===== config.mk =====
export PLATFORM = sky130hd
export DESIGN_NAME = serial_command_line_recognizer_flat
export DESIGN_NICKNAME = d
export VERILOG_FILES = /design/src/hdl/scl_pkg.sv /design/src/hdl/scl_in_if.sv /design/src/hdl/scl_out_if.sv /design/src/hdl/serial_command_line_recognizer.sv /design/src/hdl/scl_ram.sv /design/src/flat_wrapper.sv
export SDC_FILE = /design/constraint.sdc
export NUM_CORES = 1
export LEC_CHECK = 0
export BUFFER_PORTS_ARGS = -buffer_cell sky130_fd_sc_hd__buf_2
export CAP_MARGIN = 30
export CORE_MARGIN = 8
export CORE_UTILIZATION = 40
export DETAILED_ROUTE_END_ITERATION = 8
export PLACE_DENSITY_LB_ADDON = 0.1
export SLEW_MARGIN = 40
export SYNTH_ARGS = -nofsm -noshare
export SYNTH_HDL_FRONTEND = slang
export SYNTH_SLANG_ARGS = --single-unit

===== constraint.sdc =====
create_clock -name clk -period 3 [get_ports clk]
set_input_delay 0.9 -clock clk [delete_from_list [all_inputs] [get_ports clk]]
set_output_delay 0.9 -clock clk [all_outputs]
set_load 0.02 [all_outputs]

===== src/hdl/scl_pkg.sv =====
// Shared constants, tables and types for the serial command line recognizer.
`default_nettype none
package scl_pkg;

  localparam int LINE_CAPACITY_DEF = 20;
  localparam int NUM_WORDS = 8;
  localparam int WORD_MAX = 6;
  localparam int REPLY_LEN = 19;

  localparam logic [3:0] CODE_NONE = 4'd8;

  localparam logic [7:0] CHAR_NUL = 8'h00;
  localparam logic [7:0] CHAR_BS  = 8'h08;
  localparam logic [7:0] CHAR_LF  = 8'h0A;
  localparam logic [7:0] CHAR_CR  = 8'h0D;
  localparam logic [7:0] CHAR_SP  = 8'h20;
  localparam logic [7:0] CHAR_DEL = 8'h7F;

  localparam logic [2:0] CMD_LEN [NUM_WORDS] = '{
    3'd3, 3'd4, 3'd3, 3'd4, 3'd6, 3'd6, 3'd6, 3'd4
  };

  localparam logic [7:0] CMD_CHARS [NUM_WORDS][WORD_MAX] = '{
    '{"R", "O", "N", CHAR_NUL, CHAR_NUL, CHAR_NUL},
    '{"R", "O", "F", "F", CHAR_NUL, CHAR_NUL},
    '{"G", "O", "N", CHAR_NUL, CHAR_NUL, CHAR_NUL},
    '{"G", "O", "F", "F", CHAR_NUL, CHAR_NUL},
    '{"R", "F", "L", "A", "S", "H"},
    '{"G", "F", "L", "A", "S", "H"},
    '{"A", "L", "L", "O", "F", "F"},
    '{"H", "E", "L", "P", CHAR_NUL, CHAR_NUL}
  };

  localparam logic [7:0] REPLY_BYTES [REPLY_LEN] = '{
    CHAR_CR, CHAR_LF,
    "I", "n", "v", "a", "l", "i", "d", CHAR_SP,
    "C", "o", "m", "m", "a", "n", "d",
    CHAR_CR, CHAR_LF
  };

  typedef enum logic [2:0] {
    S_IDLE,
    S_ECHO,
    S_DEL,
    S_CMP_WORD,
    S_CMP_RD,
    S_CMP_CHK,
    S_REPLY
  } state_t;

endpackage
`default_nettype wire


===== src/hdl/scl_in_if.sv =====
// Receive channel carrying one input byte per beat.
`default_nettype none
interface scl_in_if;
  logic       valid;
  logic       ready;
  logic [7:0] rx_byte;

  modport source (output valid, output rx_byte, input ready);
  modport sink (input valid, input rx_byte, output ready);
endinterface
`default_nettype wire


===== src/hdl/scl_out_if.sv =====
// Transmit channel carrying one echo or message byte with its event flags per beat.
`default_nettype none
interface scl_out_if;
  logic       valid;
  logic       ready;
  logic [7:0] tx_byte;
  logic       event_valid;
  logic [3:0] event_code;
  logic       last;

  modport source (output valid, output tx_byte, output event_valid, output event_code,
                  output last, input ready);
  modport sink (input valid, input tx_byte, input event_valid, input event_code,
                input last, output ready);
endinterface
`default_nettype wire


===== src/hdl/serial_command_line_recognizer.sv =====
// Top level of the serial command line recognizer: line buffer, matcher and reply sequencer.
//
//   channel  dir  beat payload                                  accepted when
//   rx       in   rx_byte                                       rx.valid && rx.ready
//   tx       out  tx_byte, event_valid, event_code, last        tx.valid && tx.ready
//
// A byte is taken only while the sequencer is idle; a stored byte is echoed and a delete
// sends backspace, space, backspace. A line end compares the line length with each
// command word, reads and checks each character of a length match from the line RAM,
// then sends a reply of 2 or 19 beats. Reset clears the length and the sequencer; the line RAM is
// not cleared. A stalled tx holds the sequencer at its current beat.
`default_nettype none
module serial_command_line_recognizer #(
  parameter int LINE_CAPACITY = scl_pkg::LINE_CAPACITY_DEF
) (
  input wire logic clk,
  input wire logic rst,
  scl_in_if.sink   rx,
  scl_out_if.source tx
);
  import scl_pkg::*;

  localparam int ADDR_W = $clog2(LINE_CAPACITY);
  localparam int LEN_W  = $clog2(LINE_CAPACITY + 1);
  localparam logic [LEN_W-1:0] CAP = LEN_W'(LINE_CAPACITY);

  state_t           state, state_next;
  logic [LEN_W-1:0] line_length, line_length_next;
  logic [2:0]       word_idx, word_idx_next;
  logic [2:0]       char_idx, char_idx_next;
  logic [4:0]       seq_idx, seq_idx_next;
  logic [3:0]       code, code_next;
  logic [7:0]       held, held_next;

  logic             out_valid, out_valid_next;
  logic [7:0]       out_byte, out_byte_next;
  logic             out_ev, out_ev_next;
  logic [3:0]       out_code, out_code_next;
  logic             out_last, out_last_next;

  logic             accept;
  logic             slot_free;
  logic             ram_we;
  logic [7:0]       ram_rdata;

  assign rx.ready      = (state == S_IDLE);
  assign accept        = rx.valid && rx.ready;
  assign slot_free     = !out_valid || tx.ready;
  assign tx.valid      = out_valid;
  assign tx.tx_byte    = out_byte;
  assign tx.event_valid = out_ev;
  assign tx.event_code = out_code;
  assign tx.last       = out_last;

  assign ram_we = accept && (rx.rx_byte != CHAR_NUL) && (rx.rx_byte != CHAR_CR) &&
                  (rx.rx_byte != CHAR_LF) && (rx.rx_byte != CHAR_DEL) &&
                  (line_length < CAP);

  scl_ram #(
    .WIDTH (8),
    .DEPTH (LINE_CAPACITY)
  ) u_line_ram (
    .clk   (clk),
    .we    (ram_we),
    .waddr (line_length[ADDR_W-1:0]),
    .wdata (rx.rx_byte),
    .raddr (ADDR_W'(char_idx)),
    .rdata (ram_rdata)
  );

  always_ff @(posedge clk) begin
    if (rst) begin
      state       <= S_IDLE;
      line_length <= '0;
      out_valid   <= 1'b0;
    end else begin
      state       <= state_next;
      line_length <= line_length_next;
      out_valid   <= out_valid_next;
    end
    word_idx <= word_idx_next;
    char_idx <= char_idx_next;
    seq_idx  <= seq_idx_next;
    code     <= code_next;
    held     <= held_next;
    out_byte <= out_byte_next;
    out_ev   <= out_ev_next;
    out_code <= out_code_next;
    out_last <= out_last_next;
  end

  always_comb begin
    state_next       = state;
    line_length_next = line_length;
    word_idx_next    = word_idx;
    char_idx_next    = char_idx;
    seq_idx_next     = seq_idx;
    code_next        = code;
    held_next        = held;
    out_valid_next   = out_valid && !tx.ready;
    out_byte_next    = out_byte;
    out_ev_next      = out_ev;
    out_code_next    = out_code;
    out_last_next    = out_last;

    unique case (state)
      S_IDLE: begin
        if (accept) begin
          if (rx.rx_byte == CHAR_CR || rx.rx_byte == CHAR_LF) begin
            word_idx_next = '0;
            state_next    = S_CMP_WORD;
          end else if (rx.rx_byte == CHAR_DEL) begin
            if (line_length != '0) begin
              line_length_next = line_length - LEN_W'(1);
              seq_idx_next     = '0;
              state_next       = S_DEL;
            end
          end else if (ram_we) begin
            line_length_next = line_length + LEN_W'(1);
            held_next        = rx.rx_byte;
            state_next       = S_ECHO;
          end
        end
      end
      S_ECHO: begin
        if (slot_free) begin
          out_valid_next = 1'b1;
          out_byte_next  = held;
          out_ev_next    = 1'b0;
          out_code_next  = CODE_NONE;
          out_last_next  = 1'b1;
          state_next     = S_IDLE;
        end
      end
      S_DEL: begin
        if (slot_free) begin
          out_valid_next = 1'b1;
          out_byte_next  = (seq_idx == 5'd1) ? CHAR_SP : CHAR_BS;
          out_ev_next    = 1'b0;
          out_code_next  = CODE_NONE;
          out_last_next  = (seq_idx == 5'd2);
          seq_idx_next   = seq_idx + 5'd1;
          if (seq_idx == 5'd2) begin
            state_next = S_IDLE;
          end
        end
      end
      S_CMP_WORD: begin
        if (line_length == LEN_W'(CMD_LEN[word_idx])) begin
          char_idx_next = '0;
          state_next    = S_CMP_RD;
        end else if (word_idx == 3'(NUM_WORDS - 1)) begin
          code_next    = CODE_NONE;
          seq_idx_next = '0;
          state_next   = S_REPLY;
        end else begin
          word_idx_next = word_idx + 3'd1;
        end
      end
      S_CMP_RD: begin
        state_next = S_CMP_CHK;
      end
      S_CMP_CHK: begin
        if (ram_rdata != CMD_CHARS[word_idx][char_idx]) begin
          if (word_idx == 3'(NUM_WORDS - 1)) begin
            code_next    = CODE_NONE;
            seq_idx_next = '0;
            state_next   = S_REPLY;
          end else begin
            word_idx_next = word_idx + 3'd1;
            state_next    = S_CMP_WORD;
          end
        end else if (char_idx == CMD_LEN[word_idx] - 3'd1) begin
          code_next    = {1'b0, word_idx};
          seq_idx_next = '0;
          state_next   = S_REPLY;
        end else begin
          char_idx_next = char_idx + 3'd1;
          state_next    = S_CMP_RD;
        end
      end
      S_REPLY: begin
        if (slot_free) begin
          out_valid_next = 1'b1;
          out_byte_next  = REPLY_BYTES[seq_idx];
          seq_idx_next   = seq_idx + 5'd1;
          if ((code != CODE_NONE && seq_idx == 5'd1) ||
              seq_idx == 5'(REPLY_LEN - 1)) begin
            out_ev_next      = 1'b1;
            out_code_next    = code;
            out_last_next    = 1'b1;
            line_length_next = '0;
            state_next       = S_IDLE;
          end else begin
            out_ev_next   = 1'b0;
            out_code_next = CODE_NONE;
            out_last_next = 1'b0;
          end
        end
      end
      default: begin
        state_next = S_IDLE;
      end
    endcase
  end

  a_length_bound: assert property (@(posedge clk) disable iff (rst)
    line_length <= CAP)
    else $error("line length beyond capacity");

  a_event_is_last: assert property (@(posedge clk) disable iff (rst)
    tx.valid && tx.event_valid |-> tx.last)
    else $error("event beat is not the last beat of its byte");

  a_code_needs_event: assert property (@(posedge clk) disable iff (rst)
    tx.valid && tx.event_code != CODE_NONE |-> tx.event_valid)
    else $error("command code shown without event flag");

  a_line_cleared: assert property (@(posedge clk) disable iff (rst)
    state == S_IDLE && $past(state) == S_REPLY |-> line_length == '0)
    else $error("line not cleared after line end");

endmodule
`default_nettype wire


===== src/hdl/scl_ram.sv =====
// Generic single-write, single-read RAM with registered read data.
`default_nettype none
module scl_ram #(
  parameter int WIDTH = 8,
  parameter int DEPTH = 20
) (
  input  wire logic                     clk,
  input  wire logic                     we,
  input  wire logic [$clog2(DEPTH)-1:0] waddr,
  input  wire logic [WIDTH-1:0]         wdata,
  input  wire logic [$clog2(DEPTH)-1:0] raddr,
  output logic      [WIDTH-1:0]         rdata
);

  logic [WIDTH-1:0] mem [DEPTH];

  always_ff @(posedge clk) begin
    if (we) begin
      mem[waddr] <= wdata;
    end
    rdata <= mem[raddr];
  end

endmodule
`default_nettype wire


===== src/flat_wrapper.sv =====
// flat-port wrapper written by rule: the top's interface ports become plain ports
module serial_command_line_recognizer_flat import scl_pkg::*;
#(
  parameter int LINE_CAPACITY = scl_pkg::LINE_CAPACITY_DEF
)
  (clk, rst, rx_valid, rx_rx_byte, rx_ready, tx_valid, tx_tx_byte, tx_event_valid, tx_event_code, tx_last, tx_ready);
  scl_in_if rx_i ();
  scl_out_if tx_i ();
  input wire logic clk;
  input wire logic rst;
  input wire logic [$bits(rx_i.valid)-1:0] rx_valid;
  input wire logic [$bits(rx_i.rx_byte)-1:0] rx_rx_byte;
  output wire logic [$bits(rx_i.ready)-1:0] rx_ready;
  output wire logic [$bits(tx_i.valid)-1:0] tx_valid;
  output wire logic [$bits(tx_i.tx_byte)-1:0] tx_tx_byte;
  output wire logic [$bits(tx_i.event_valid)-1:0] tx_event_valid;
  output wire logic [$bits(tx_i.event_code)-1:0] tx_event_code;
  output wire logic [$bits(tx_i.last)-1:0] tx_last;
  input wire logic [$bits(tx_i.ready)-1:0] tx_ready;
  assign rx_i.valid = rx_valid;
  assign rx_i.rx_byte = rx_rx_byte;
  assign rx_ready = rx_i.ready;
  assign tx_valid = tx_i.valid;
  assign tx_tx_byte = tx_i.tx_byte;
  assign tx_event_valid = tx_i.event_valid;
  assign tx_event_code = tx_i.event_code;
  assign tx_last = tx_i.last;
  assign tx_i.ready = tx_ready;
  serial_command_line_recognizer #(.LINE_CAPACITY(LINE_CAPACITY)) u_core (.clk(clk), .rst(rst), .rx(rx_i), .tx(tx_i));
endmodule

==> results.json, run 1 <==
{
  "status": "finished, final reports clean",
  "grt_max_degree": 22,
  "min_period_over_period_pct": 94.9,
  "finalMaxSlewViolations": 0,
  "viasPerCell": 5.48,
  "htree_levels": 4,
  "clock.fmax_ghz": 0.351,
  "yosysWarnings": 0,
  "synth_area_leaders": "edfxtp_1, mux4_2, dfxtp_1, nand2_1, ha_1",
  "slew_headroom_pct": 48.3,
  "met2WireLength_mm": 6.72,
  "drt_iter0_drc": 354,
  "syn_area_sq_um": 5890,
  "dieWidth_um": 137,
  "nets": 592,
  "crit_slowest_cell": "edfxtp_1",
  "wl_per_cell_um": 18.6,
  "path_buf_inv": 1,
  "routed_wl_mm": 14.2,
  "synth.distinct_cells": 70,
  "cts.sinks": 118,
  "required_ns": 3.12,
  "track_usage_pct": 16.3,
  "dr_wl_met3_um": 638,
  "synth-edff-count": 101,
  "cts.path.max_buffers": 2,
  "drc": 0,
  "end_kind": "register",
  "p_leak_uw": 0.00270,
  "finalClockSkew_ns": 0.00661,
  "postCtsSetupRepairBufs": 0,
  "cts_inserted_buffers": 17,
  "multi_input_area_sq_um": 2330,
  "overflow": 0,
  "synth_largest_area_cell": "edfxtp_1",
  "crit_chain": "ha_1, mux2_2, a2bb2oi_1, a21o_1, a211o_1, nor4_4, buf_6, a41o_1, and2_1",
  "fp-row-count": 44,
  "reg2reg_slack_ns": 0.15,
  "vdd_drop_max_mv": 0.488,
  "max-cap-violations": 0,
  "grt_pass1_wl_mm": 23.0,
  "cp.arrival_ns": 2.96,
  "clkLatencyLatePin_ns": 0.42,
  "worstMarginPinSlew_ns": 0.773,
  "n_antenna_cell": 0,
  "setup_ws_ns": 0.154,
  "synth_common_cells": "edfxtp_1, nand2_1, nor2_1",
  "start_util_pct": 40.6,
  "synth_cells": 490,
  "crit_family": "compound AO/OA/AOI/OAI gates",
  "hold_ws_ns": 0.534,
  "synth_ff_type": "edfxtp_1",
  "cp_max_fo": 9,
  "yosysTopAreaCellShare_pct": 51.5,
  "syn-mean-instance-area_sq_um": 12.0,
  "hold_viol": 0,
  "die-area_sq_um": 18900,
  "top_level_ports": 28,
  "highest_layer": "met4",
  "ctsRootBufferMaster": "clkbuf_16",
  "num_vias": 4167,
  "die_y_um": 137,
  "design.core.area_sq_um": 14500,
  "slowest_delay_ns": 0.49,
  "rsz0062_at_grt": "no",
  "hold_class": "register to register",
  "drtAntennaViolNets": 0,
  "hpwl_mm": 10.4,
  "async_flop_share_pct": 0,
  "drive_gt1_share_pct": 26.2,
  "fillers": 1305,
  "yosysMostFrequentCell": "edfxtp_1",
  "synth_nets": 518,
  "drt-pass1-iter-count": 5,
  "critical_path_class": "register to register",
  "powerDensity_nw_per_um2": 563,
  "worstSetupStartpointType": "register",
  "antenna_found_initial": 0,
  "ys_seq_area_share_pct": 57.3,
  "register_area_sq_um": 3370,
  "pre_cts_slack_ns": -0.185,
  "postCtsHoldBufs": 0,
  "met1_length_mm": 6.48,
  "port_buffers": 27,
  "path_clk_slew_ns": 0.06,
  "setup_violations": 0,
  "cts_tree": "done",
  "layout_min_cycle_time_ns": 2.85,
  "grt_pass1_vias": 4165,
  "gp_congestion": 0.887,
  "synth_seq_cells": 118,
  "syn2layout_area_growth_pct": 21.2
}
## report_power, final
| part | internal, uW | switching [uW] |
|---|---|---|
| registers | 1850 | 27.5 |
| clock network | 1070 | 799 |
| logic | 101 | 164 |
## flip-flops by register name, indices dropped and copies added (netlist names)
name	count
u_core.u_line_ram.mem	64
u_core.tx.event_code	4
u_core.tx.tx_byte	8
u_core.seq_idx	5
u_core.char_idx	3
u_core.held	8
u_core.word_idx	3
u_core.state	3
u_core.tx.valid	1
u_core.code	4
u_core.line_length	5
u_core.tx.event_valid	1
u_core.tx.last	1
u_core.u_line_ram.rdata	8
## cells by family (layout without fill, tap and decap cells)
kind of cell	Yosys count	count (layout)	share of synthesized area [%]
xor gates and xnor gates	6	6	0.893
muxes	22	22	7.40
adders and majority gates	16	16	3.53
DFF	118	118	57.3
buffers and inverters	48	135	3.36
AOI/OAI and AO/OA	101	101	12.1
and+or+nand+nor	179	179	15.4
## cell type report
class	count	area share, %
clock buffer	17	5.97
clock inverter	15	1.70
inverter	20	1.05
multi-input combinational	324	32.7
sequential	118	47.3
tap	184	3.23
timing repair buffer	83	8.02
## stage by stage
| step | instances | util (%) | setup TNS [ns] | cell area, sq um | power (uW) |
|---|---|---|---|---|---|
| 2_1_floorplan | 490 | - | 0 | 5890 | 2040 |
| 3_3_place_gp | 729 | 45.3 | -2.24 | 6560 | 2170 |
| 3_5_place_dp | 729 | 45.3 | -4.61 | 6560 | 2180 |
| 4_1_cts | 761 | 49.1 | 0 | 7110 | 4050 |
| 5_1_grt | 761 | 49.2 | 0 | 7130 | 4160 |
| 6_report | 761 | 49.2 | 0 | 7130 | 4010 |
## cells in the final DEF, fill, tap and decap left out, types with 17 or more instances in the layout
master,netlist,final
inv_1,19,19
buf_4,0,54
buf_2,8,27
nand2_1,56,56
nor2_1,39,35
o21ai_0,18,18
a21oi_1,26,26
edfxtp_1,101,101
clkbuf_16,0,17
mux4_2,17,17
dfxtp_1,17,17
## metal layers
layer	vias up	GRT usage, %
met1	2046	21.1
li1	2002	-
met4	0	7.54
met2	95	25.2
met5	-	0
met3	24	4.19
## timing repair
| item | 4_1_cts | 5_1_grt |
|---|---|---|
| endpoints found under the setup margin | 0 | 10 |
| endpoints found under the hold margin | 0 | 0 |
| resized for setup | 0 | 5 |
## path summary, 6_finish.rpt
kind / from / to / depth (start not counted)
worst max-delay path: u_core.word_idx[1] / u_core.char_idx[0] / 9
worst min-delay path: u_core.held[7] / u_core.tx.tx_byte[7] / 1
worst max register to register: u_core.word_idx[1] / u_core.char_idx[0] / 9
worst min register to register: u_core.held[7] / u_core.tx.tx_byte[7] / 1
## worst register-to-register path, stage by stage, from the launching register on
cell and delay, ns:
edfxtp_1 0.49, ha_1 0.27, mux2_2 0.30, a2bb2oi_1 0.15, a21o_1 0.19, a211o_1 0.29, nor4_4 0.27, buf_6 0.19
a41o_1 0.21, and2_1 0.20
Power figures use the tool's default switching activity.
==> run 2, diff against run 1 <==
- CORE_ASPECT_RATIO: unset -> 1.5
==> results.json, run 2 (synthesis gave the netlist of run 1 again) <==
{
  "status": "finished, final reports clean",
  "final_common_cell": "edfxtp_1",
  "layout.cells.non_filler": 774,
  "p_switching_uw": 1000,
  "hpwl_mm": 10.6,
  "fp-row-count": 54,
  "n_antenna_cell": 0,
  "slew_headroom_pct": 57.9,
  "start_util_pct": 40.7,
  "antenna_found_initial": 0,
  "layout_min_cycle_time_ns": 2.86,
  "grt_pass1_wl_mm": 22.7,
  "drt-pass1-iter-count": 5,
  "largest_register_ffs": 64,
  "htree_levels": 4,
  "cp_max_fo": 5,
  "track_usage_pct": 16.1,
  "end_kind": "register",
  "p_leak_uw": 0.00271,
  "powerDensity_nw_per_um2": 563,
  "finalMaxSlewViolations": 0,
  "path_clk_slew_ns": 0.06,
  "die_y_um": 165,
  "cts.sinks": 118,
  "hold_class": "register to register",
  "drt_iter0_drc": 223,
  "swShare_pct": 24.9,
  "setup_violations": 0,
  "ctsRootBufferMaster": "clkbuf_16",
  "wl_per_cell_um": 18.7,
  "vdd_drop_max_mv": 0.325,
  "regMostFlops": "u_core.u_line_ram.mem",
  "routed_wl_mm": 14.4,
  "drtAntennaViolNets": 0,
  "design.core.area_sq_um": 14500,
  "drive_gt1_share_pct": 26.1,
  "gp_congestion": 0.870,
  "port_buffers": 27,
  "hold_viol": 0,
  "finalClockSkew_ns": 0.0111,
  "die-area_sq_um": 18900,
  "drc": 0,
  "max-cap-violations": 0,
  "critical_path_class": "register to register",
  "required_ns": 3.16,
  "clkLatencyLatePin_ns": 0.41,
  "place_area_sq_um": 6560,
  "cts.path.max_buffers": 2,
  "syn2layout_area_growth_pct": 21.6,
  "cts_inserted_buffers": 17,
  "cp.arrival_ns": 3.02,
  "worstMarginPinSlew_ns": 0.625,
  "final_area_sq_um": 7160,
  "rsz0062_at_grt": "no",
  "pwr-share-clk_pct": 47.3,
  "p_comb_share_pct": 6.2,
  "clock.fmax_ghz": 0.349,
  "overflow": 0,
  "top_level_ports": 28,
  "cts_tree": "done",
  "nets": 593,
  "tns_ns": 0,
  "dieWidth_um": 115,
  "grt_pass1_vias": 4113,
  "min_period_over_period_pct": 95.5,
  "worstSetupStartpointType": "register",
  "layout_common_cells": "edfxtp_1, buf_4, nand2_1",
  "num_vias": 4202,
  "grt_max_degree": 23,
  "placed_cells": 740,
  "seqPwrFrac_pct": 46.5,
  "p_int_uw": 3030,
  "viasPerCell": 5.43
}
## run 2: cell count changes in the layout (fill, tap and decap cells not counted), moves of 2 or more
cell / change
nor2_1: +3
buf_4: +3
clkinv_4: +2
clkinv_2: -2
nor2_2: -3
inv_8: +2
## run 2: what timing repair did
item / 4_1_cts / 5_1_grt
resized for setup: 0 / 6
setup buffers: 0 / 2
hold buffers: 0 / 0
hold endpoints to repair: 0 / 0
endpoints found under the setup margin: 0 / 10
## run 2: worst max-delay path, cell delays in order (launching register included)
cell,delay (ns)
edfxtp_1,0.49
buf_4,0.20
or4b_1,0.48
a21oi_2,0.16
o21a_1,0.16
o221ai_2,0.14
nor4_4,0.42
buf_4,0.21
o21ai_2,0.07
a211o_1,0.30
## run 2: worst paths after layout
path                            from              endpoint  slack [ns]  cells past startpoint
setup / recovery  u_core.word_idx[1]     u_core.seq_idx[3]        0.14                      9
hold / removal        u_core.held[7]  u_core.tx.tx_byte[7]        0.53                      1
setup reg to reg  u_core.word_idx[1]     u_core.seq_idx[3]        0.14                      9
hold reg to reg       u_core.held[7]  u_core.tx.tx_byte[7]        0.53                      1
## run 2: area by class of cell
type | instances | area [sq um]
Tap cell | 196 | 245
Sequential cell | 118 | 3370
Timing Repair Buffer | 84 | 563
Multi-Input combinational cell | 324 | 2340
Inverter | 20 | 75.1
Clock buffer | 17 | 425
Clock inverter | 15 | 135
Fill cell | 1338 | 7300
## run 2: per-stage QoR
stage | setup WS [ns] | utilization (%) | hold slack (ns) | power (uW)
after floorplan | 0.0627 | - | 0.485 | 2040
after global placement | 0.0134 | 45.4 | 0.506 | 2160
after detailed placement | -0.0218 | 45.4 | 0.523 | 2160
after CTS | 0.0651 | 49.2 | 0.536 | 4070
after global routing | 0.0150 | 49.5 | 0.551 | 4150
final | 0.135 | 49.5 | 0.533 | 4030
## run 2: metal layers
metal | vias to the layer above | global-route usage (%) | part of all wire [%]
li1 | 2005 | - | -
met1 | 2064 | 17.1 | 39
met2 | 117 | 29.9 | 56
met3 | 16 | 3.15 | 3.9
met4 | 0 | 7.20 | 1.7
met5 | - | 0 | 0
## run 2: power groups by stage
stage | combinational (uW) | clock [uW] | sequential [uW]
2_1_floorplan | 122 | 0 | 1920
3_3_place_gp | 249 | 0 | 1910
6_report | 250 | 1910 | 1880
3_5_place_dp | 251 | 0 | 1910
4_1_cts | 252 | 1940 | 1880
5_1_grt | 271 | 2000 | 1880
==> run 3, diff against run 2 <==
- MAX_ROUTING_LAYER: unset -> met4
==> results.json, run 3 (synthesis gave the netlist of run 1 again) <==
{
  "track_usage_pct": 16.5,
  "drc": 0,
  "postCtsHoldBufs": 0,
  "overflow": 0,
  "ctsRootBufferMaster": "clkbuf_16",
  "worstSetupStartpointType": "register",
  "syn2layout_area_growth_pct": 21.6,
  "viasPerCell": 5.40,
  "port_buffers": 27,
  "layout.cells.non_filler": 774,
  "hold_class": "register to register",
  "drt-pass1-iter-count": 5,
  "critical_path_class": "register to register",
  "status": "finished, final reports clean",
  "grt_pass1_wl_mm": 22.7,
  "finalClockSkew_ns": 0.0102,
  "clock.fmax_ghz": 0.348,
  "largest_register_ffs": 64,
  "wl_per_cell_um": 18.5,
  "cts.sinks": 118,
  "num_vias": 4178,
  "clkLatencyLatePin_ns": 0.41,
  "multi_input_area_sq_um": 2340,
  "finalMaxSlewViolations": 0,
  "register_area_sq_um": 3370,
  "vdd_drop_max_mv": 0.326,
  "placed_cells": 740,
  "grt_use_met3_pct": 3.00,
  "design.core.area_sq_um": 14500,
  "final_util_pct": 49.5,
  "final_common_cell": "edfxtp_1",
  "hpwl_mm": 10.6,
  "cts_inserted_buffers": 17,
  "fp-row-count": 54,
  "gp_congestion": 0.884,
  "top_level_ports": 28,
  "routed_wl_mm": 14.4,
  "dieWidth_um": 115,
  "slew_headroom_pct": 57.8,
  "htree_levels": 4,
  "die-area_sq_um": 18900,
  "cp.arrival_ns": 3.04,
  "hold_viol": 0,
  "total_power_uw": 4040,
  "cp_max_fo": 5,
  "drt_iter0_drc": 237,
  "cts_tree": "done",
  "start_util_pct": 40.7,
  "use_met1_pct": 16.9,
  "grt_max_degree": 23,
  "fillers": 1338,
  "min_period_over_period_pct": 95.9,
  "grt_pass1_vias": 4133,
  "rsz0062_at_grt": "no",
  "p_leak_uw": 0.00271,
  "n_antenna_cell": 0,
  "tns_ns": 0,
  "die_y_um": 165,
  "required_ns": 3.16,
  "grt-busiest-layer": "met2",
  "grt_use_met2_pct": 30.0,
  "setup_violations": 0,
  "drtAntennaViolNets": 0,
  "layout_common_cells": "edfxtp_1, buf_4, nand2_1",
  "hold_depth": 1,
  "cts.path.max_buffers": 2,
  "end_kind": "register",
  "drive_gt1_share_pct": 26.1,
  "antenna_found_initial": 0,
  "regMostFlops": "u_core.u_line_ram.mem",
  "worstMarginPinSlew_ns": 0.627,
  "reg2reg_slack_ns": 0.12,
  "r2r_cells": 9,
  "max-cap-violations": 0,
  "layout_min_cycle_time_ns": 2.88,
  "path_clk_slew_ns": 0.06,
  "nets": 593,
  "powerDensity_nw_per_um2": 564
}
## run 3: cell counts in the layout (fill, tap and decap cells not counted)
Identical to the previous run, type by type.
## run 3: power breakdown
group,total [uW],leakage [uW],internal (uW),switching (uW)
clock network,1910,0.000272,1090,821
registers,1880,0.00105,1850,29.3
logic,249,0.00138,93.5,156
## run 3: critical path, cell delays in order, from the launching register on
cell and delay, ns:
edfxtp_1 0.50, buf_4 0.20, or4b_1 0.48, a21oi_2 0.16, o21a_1 0.16, o221ai_2 0.13
nor4_4 0.41, buf_4 0.21, o21ai_2 0.07, a211o_1 0.31
## run 3: area by class of cell
type	count	share of cell area, %
Sequential cell	118	47.1
Clock inverter	15	1.89
Inverter	20	1.05
Tap cell	196	3.43
Clock buffer	17	5.94
Timing Repair Buffer	84	7.87
Multi-Input combinational cell	324	32.7
## run 3: routing by layer
metal / vias to the layer above / share of wire (%)
li1: 2003 / -
met1: 2067 / 39
met2: 96 / 56
met3: 12 / 3.4
met4: 0 / 1.6
met5: - / 0
## run 3: what timing repair did
item | CTS | global route
setup buffers | 0 | 2
endpoints found under the setup margin | 0 | 10
gates resized for setup | 0 | 6
## run 3: worst paths after layout
check                                         from                    to
worst min-delay path                u_core.held[7]  u_core.tx.tx_byte[7]
worst min register to register      u_core.held[7]  u_core.tx.tx_byte[7]
worst max register to register  u_core.word_idx[1]     u_core.seq_idx[3]
worst max-delay path            u_core.word_idx[1]     u_core.seq_idx[3]
## run 3: stage by stage
step / setup WS [ns] / area [sq um] / hold slack (ns)
after global placement: 0.0134 / 6560 / 0.506
after detailed placement: -0.0218 / 6560 / 0.523
final: 0.123 / 7160 / 0.529
after CTS: 0.0651 / 7120 / 0.536
after floorplan: 0.0627 / 5890 / 0.485
after global routing: 0.0144 / 7160 / 0.551
